===== src/hdl/ssq_pkg.sv =====
`timescale 1ns / 1ps
// ----------------------------------------------------------------------------
// ssq_pkg
// shared types and constants of the sensor sample qualifier
// ----------------------------------------------------------------------------
package ssq_pkg;

  localparam int unsigned ChannelCountDefault = 32;
  localparam int unsigned SilenceMarkDefault  = 32768;
  localparam int unsigned SampleW  = 16;
  localparam int unsigned ThreshW  = 15;
  localparam int unsigned CountW   = 8;
  localparam int unsigned WinW     = 11;
  localparam int unsigned AccW     = 32;
  localparam int unsigned ChanW    = 5;
  localparam int unsigned CfgIdxW  = 2;
  localparam int unsigned CfgDataW = 11;

  localparam logic [CfgIdxW-1:0] CfgWindow  = 2'd0;
  localparam logic [CfgIdxW-1:0] CfgAlarm   = 2'd1;
  localparam logic [CfgIdxW-1:0] CfgCut     = 2'd2;
  localparam logic [CfgIdxW-1:0] CfgSilence = 2'd3;

  localparam logic ActSample = 1'b0;
  localparam logic ActLoad   = 1'b1;

  typedef struct packed {
    logic                action;
    logic [ChanW-1:0]    channel;
    logic [SampleW-1:0]  sample;
    logic [SampleW-1:0]  departing_sample;
    logic [ThreshW-1:0]  alarm_high_in;
    logic [ThreshW-1:0]  alarm_low_in;
    logic [ThreshW-1:0]  cut_high_in;
    logic [ThreshW-1:0]  cut_low_in;
  } in_item_t;

  typedef struct packed {
    logic [SampleW-1:0] value_out;
    logic [SampleW-1:0] average_out;
    logic [SampleW-1:0] peak_high;
    logic [SampleW-1:0] peak_low;
    logic               alarm_sticky;
    logic               cut_sticky;
    logic               silence_flag;
  } out_item_t;

  typedef struct packed {
    logic [WinW-1:0]   window_length;
    logic [CountW-1:0] alarm_limit;
    logic [CountW-1:0] cut_limit;
    logic [CountW-1:0] silence_limit;
  } cfg_t;

endpackage


===== src/hdl/ssq_front.sv =====
`timescale 1ns / 1ps
// ----------------------------------------------------------------------------
// ssq_front
// two-entry queue between the input channel and the processing engine
// ----------------------------------------------------------------------------
module ssq_front import ssq_pkg::*; (
  input  logic     clk_i,
  input  logic     rst_ni,
  input  logic     in_valid_i,
  output logic     in_ready_o,
  input  in_item_t in_item_i,
  output logic     q_valid_o,
  input  logic     q_pop_i,
  output in_item_t q_item_o
);
  in_item_t  mem_q [2];
  logic      wr_q, rd_q;
  logic [1:0] cnt_q;
  logic push, pop;

  assign in_ready_o = (cnt_q != 2'd2);
  assign push = in_valid_i && in_ready_o;
  assign q_valid_o = (cnt_q != 2'd0);
  assign pop = q_pop_i && q_valid_o;
  assign q_item_o = mem_q[rd_q];

  always_ff @(posedge clk_i) begin
    if (push) begin
      mem_q[wr_q] <= in_item_i;
    end
  end

  always_ff @(posedge clk_i or negedge rst_ni) begin
    if (!rst_ni) begin
      wr_q <= 1'b0;
      rd_q <= 1'b0;
      cnt_q <= 2'd0;
    end else begin
      if (push) wr_q <= ~wr_q;
      if (pop) rd_q <= ~rd_q;
      cnt_q <= cnt_q + {1'b0, push} - {1'b0, pop};
    end
  end
endmodule


===== config.mk =====
export PLATFORM = sky130hd
export DESIGN_NAME = ssq_front
export DESIGN_NICKNAME = d
export VERILOG_FILES = /design/src/hdl/ssq_pkg.sv /design/src/hdl/ssq_front.sv
export SDC_FILE = /design/constraint.sdc
export NUM_CORES = 1
export LEC_CHECK = 0
export BUFFER_PORTS_ARGS = -buffer_cell sky130_fd_sc_hd__buf_2
export CORE_UTILIZATION = 52
export CTS_CLUSTER_SIZE = 20
export DETAILED_ROUTE_END_ITERATION = 10
export HOLD_SLACK_MARGIN = 0.02
export PLACE_DENSITY = 0.79
export SETUP_SLACK_MARGIN = 0.3
export SYNTH_ARGS = -nofsm -noshare
export SYNTH_HDL_FRONTEND = slang
export SYNTH_SLANG_ARGS = --single-unit
export TNS_END_PERCENT = 1

===== constraint.sdc =====
create_clock -name clk_i -period 7.4 [get_ports clk_i]
set_input_delay 0.37 -clock clk_i [delete_from_list [all_inputs] [get_ports clk_i]]
set_output_delay 0.37 -clock clk_i [all_outputs]
set_load 0.1 [all_outputs]

-- After elaboration in Yosys (flattened, before gate mapping)
Memories as Yosys holds them, arrays and structs flattened.
Cells that the tools add are included.
- add/subtract/negate cells: 2
- equal/unequal tests: 1
- mux-type cells: 2
- bitwise operators: 2
- reduce and logical (&&, ||, !) cells: 3
- operator list (kind ; number):
    $add 2x1->2 ; 1
    $logic_and 1x1->1 ; 2
    $mux 1 ; 2
    $ne 2x2->1 const B ; 1
    $not 1->1 ; 2
    $reduce_bool 2->1 ; 1
    $sub 2x1->2 ; 1
- flip-flop bits (word level): 4
- bits in writable memories: 196
- input port bits: 102
- output and inout port bits: 100
- logic and storage cells: 14
- memories kept: 1
- memories (memory ; depth ; bits a word ; read ports ; clocked after memory_dff ; write ports ; line ; source):
    mem_q ; 2 ; 98 ; 1 ; 0 ; 1 ; ssq_front.sv:16 ; in_item_t mem_q [2];

-- Depth between registers and ports, before layout
- depth in word-level cells: 4
- mapped depth: 7
- mapped depth without buffers: 7

-- Least setup slack after synthesis
OpenSTA, ideal clock, no wires.
- kind: register -> register
- start: register cnt_q[0]
- end: memory mem_q[0][0] in the netlist's numbering (enable)
- setup time: 0.556 ns
- arrival time: 5.522 ns
- data required time: 6.844 ns
- path slack: 1.322 ns
- stages on the path, launching flop included: 4
- buffers on the path: 0
- clock period less this slack: 6.078 ns
- cells stage by stage: dfrtp_1 > nand2b_1 > nand2_1 > nor2_1
- cells in the longest elaborated chain, start to end: 4
- ends and longest elaborated chain (what ; line ; source):
    start: declaration ; ssq_front.sv:18 ; logic [1:0] cnt_q;
    start signal: assignment ; ssq_front.sv:41 ; cnt_q <= cnt_q + {1'b0, push} - {1'b0, pop};
    $ne 2x2->1 ; ssq_front.sv:21 ; assign in_ready_o = (cnt_q != 2'd2);
    named net in_ready_o ; ssq_front.sv:10 ; output logic in_ready_o,
    $logic_and 1x1->1 ; ssq_front.sv:22 ; assign push = in_valid_i && in_ready_o;
    $mux 1 ; ssq_front.sv:28 ; if (push) begin
    $mux 1 (implied by the code) ; ssq_front.sv:29 ; mem_q[wr_q] <= in_item_i;
    end: declaration ; ssq_front.sv:16 ;
The timed path passes the listed nets, and every way through them passes these cells.

==> results.cfg <==
[placed_design]
dpl-instance-area_um2 = 8488
gp_congestion = 0.7161
dp_slack_ns = 4.544
port_buffers = 201
place_hpwl_um = 7909

[floorplan]
die_x_um = 120.5
design.die.area_um2 = 14510
placement_rows = 42
start_util_pct = 54.24
die_height_um = 120.5
coreArea_um2 = 13450
io_pins = 202

[clock_tree]
cts.repair.resized = 0
root_buffer = clkbuf_16
numCtsBuffers = 17
clockBufferDepth = 2
cts_tree = built
clk_pin_slew_ns = 0.07
insertion_delay_ns = 0.42
cts_sinks = 200
ctsHtreeMaxLevel = 4

[yosys]
synth_top_family_by_area = multiplexers
synthAdderAreaFrac_pct = 0.3429
yosys_most_used_dff = edfxtp_1
synth_compound_gate_area_share_pct = 0
yosys-top-cells-area = edfxtp_1, mux2_2, mux2_4, dfrtp_1, buf_2
yosysWarnings = 0
ys_types = 16
netlist_area_um2 = 7297
synth-edff-count = 196
muxShareOfSynthArea_pct = 15.64
syn_area_per_cell_um2 = 22.66
synth-xor-area-share_pct = 0.4801
synth_nets = 426
synthCells = 322
synthArstFlopShare_pct = 2.000
synth_seq_cells = 200
yosys.area.top_type = edfxtp_1
yosysSeqAreaShare_pct = 82.03
yosysTopAreaCellShare_pct = 80.66
yosys.area_share.simple_pct = 0.4458

[setup_path]
worst-path-buf-inv = 2
path_cells = buf_4, mux2_2, buf_2
cp_data_arrival_time_ns = 2.76
path_class = flip-flop to output port
crit_fanout = 59
critPathMaxStageDelay_ns = 0.78
endpoint_kind = output port
crit_required_ns = 7.03
crit_slowest_cell = dfrtp_4
cp-start-kind = flip-flop
critPathTopFamily = buffers and inverters

[global_routing]
grt_pass1_vias = 3707
grt_max_degree = 60
grtUsageTotal_pct = 17.03
grt_pass1_wl_um = 18000
antenna_found_initial = 1
grt_overflow = 0

[timing]
timing.slew.headroom_pct = 18.90
setup_viol = 0
fmax_mhz = 319.1
post-route-period-util_pct = 42.35
rsz0062_at_grt = false
final.setup.tns_ns = 0
fin_ws_ns = 4.266
maxSlewViolCount = 0
final.setup_skew_ns = 0.009946
worst_slew_pin_slew_ns = 1.214
finalHoldViolCount = 0
post-route-min-period_ns = 3.134

[route]
routed_wl_um = 12210
post_drt_wl_per_cell_um = 16.87
dr.first_iter.drc_count = 226
wl_met2_um = 6416
routed-wl-met3_um = 836
vias = 3676
met1_length_um = 4720
vias_per_cell = 5.077
ant_nets = 0
top_layer = met5
firstDrtPassIters = 4
drc_errors = 0

[layout]
drive_above_1_share_pct = 61.68
diodes = 0
final_common_cell = buf_2
final.fill_count = 931
syn_to_final_growth_pct = 24.86
nets = 639
most-common-layout-cells = buf_2, edfxtp_1, mux2_2, clkbuf_16, mux2_4
design_area_um2 = 9111

[min_path]
hold_path_class = primary input to flip-flop

[flow_run]
cap_viol_max_count = 0

[status]
status = completed
==> stage by stage <==
stage	hold slack [ns]	cells	utilization (%)
after floorplan	0.07441	322	-
after global placement	0.1797	691	63.10
after detailed placement	0.1845	691	63.10
after CTS	0.1108	724	67.73
after global routing	0.1063	724	67.73
final	0.1318	724	67.73
==> cell families after synthesis <==
family	Yosys count
adder cells (fa/ha/maj)	2
multiplexers	98
XOR/XNOR	4
buffers and inverters	12
AND/OR/NAND/NOR	6
flip-flops	200
==> sequential cells by signal, summed over array words and instances, names as in the netlist <==
register,cells
cnt_q,2
rd_q,1
mem_q,196
wr_q,1
==> cells in the mapped netlist (2+ instances only) <==
master / instances
mux2_4: 10
dfrtp_1: 4
buf_6: 3
buf_2: 8
mux2_2: 88
edfxtp_1: 196
xnor2_1: 3
ha_1: 2
==> metal layers <==
layer,vias up,track usage (%)
li1,1705,-
met1,1821,18.95
met2,129,29.45
met3,19,5.802
met4,2,7.870
met5,-,0
==> worst register-to-register path: cells and delay by family (launching register included) <==
kind	cells	cell delay, ns
flip-flops	1	0.40
buffers and inverters	1	0.77
AND/OR/NAND/NOR	3	1.24
==> what timing repair did <==
action	4_1_cts	5_1_grt
hold buffers	1	0
endpoints found under the hold margin	4	0
setup buffers	0	0
==> area by class of cell <==
type | instances | area, µm² | share of cell area [%]
multi-input combinational | 110 | 1246 | 13.68
clock inverter | 15 | 187.7 | 2.060
inverter | 1 | 3.754 | 0.04120
tap | 176 | 220.2 | 2.417
clock buffer | 17 | 425.4 | 4.669
sequential | 200 | 5989 | 65.74
timing repair buffer | 205 | 1039 | 11.40
==> worst paths after layout <==
check                              startpoint  slack [ns]  cells after the start           end
worst max-delay path                     rd_q        4.27                      3  q_item_o[76]
worst min-delay path            in_item_i[22]        0.13                      1  mem_q[1][22]
worst max register to register       cnt_q[1]        4.57                      4  mem_q[0][76]
worst min register to register       cnt_q[0]        0.53                      1      cnt_q[0]
max in group asynchronous              rst_ni        6.98                      2          rd_q
min in group asynchronous              rst_ni        0.28                      2      cnt_q[1]
Power is left out: the tool's default activity adds up to more than one toggle a clock period on the data nets, which glitch-free logic cannot reach.
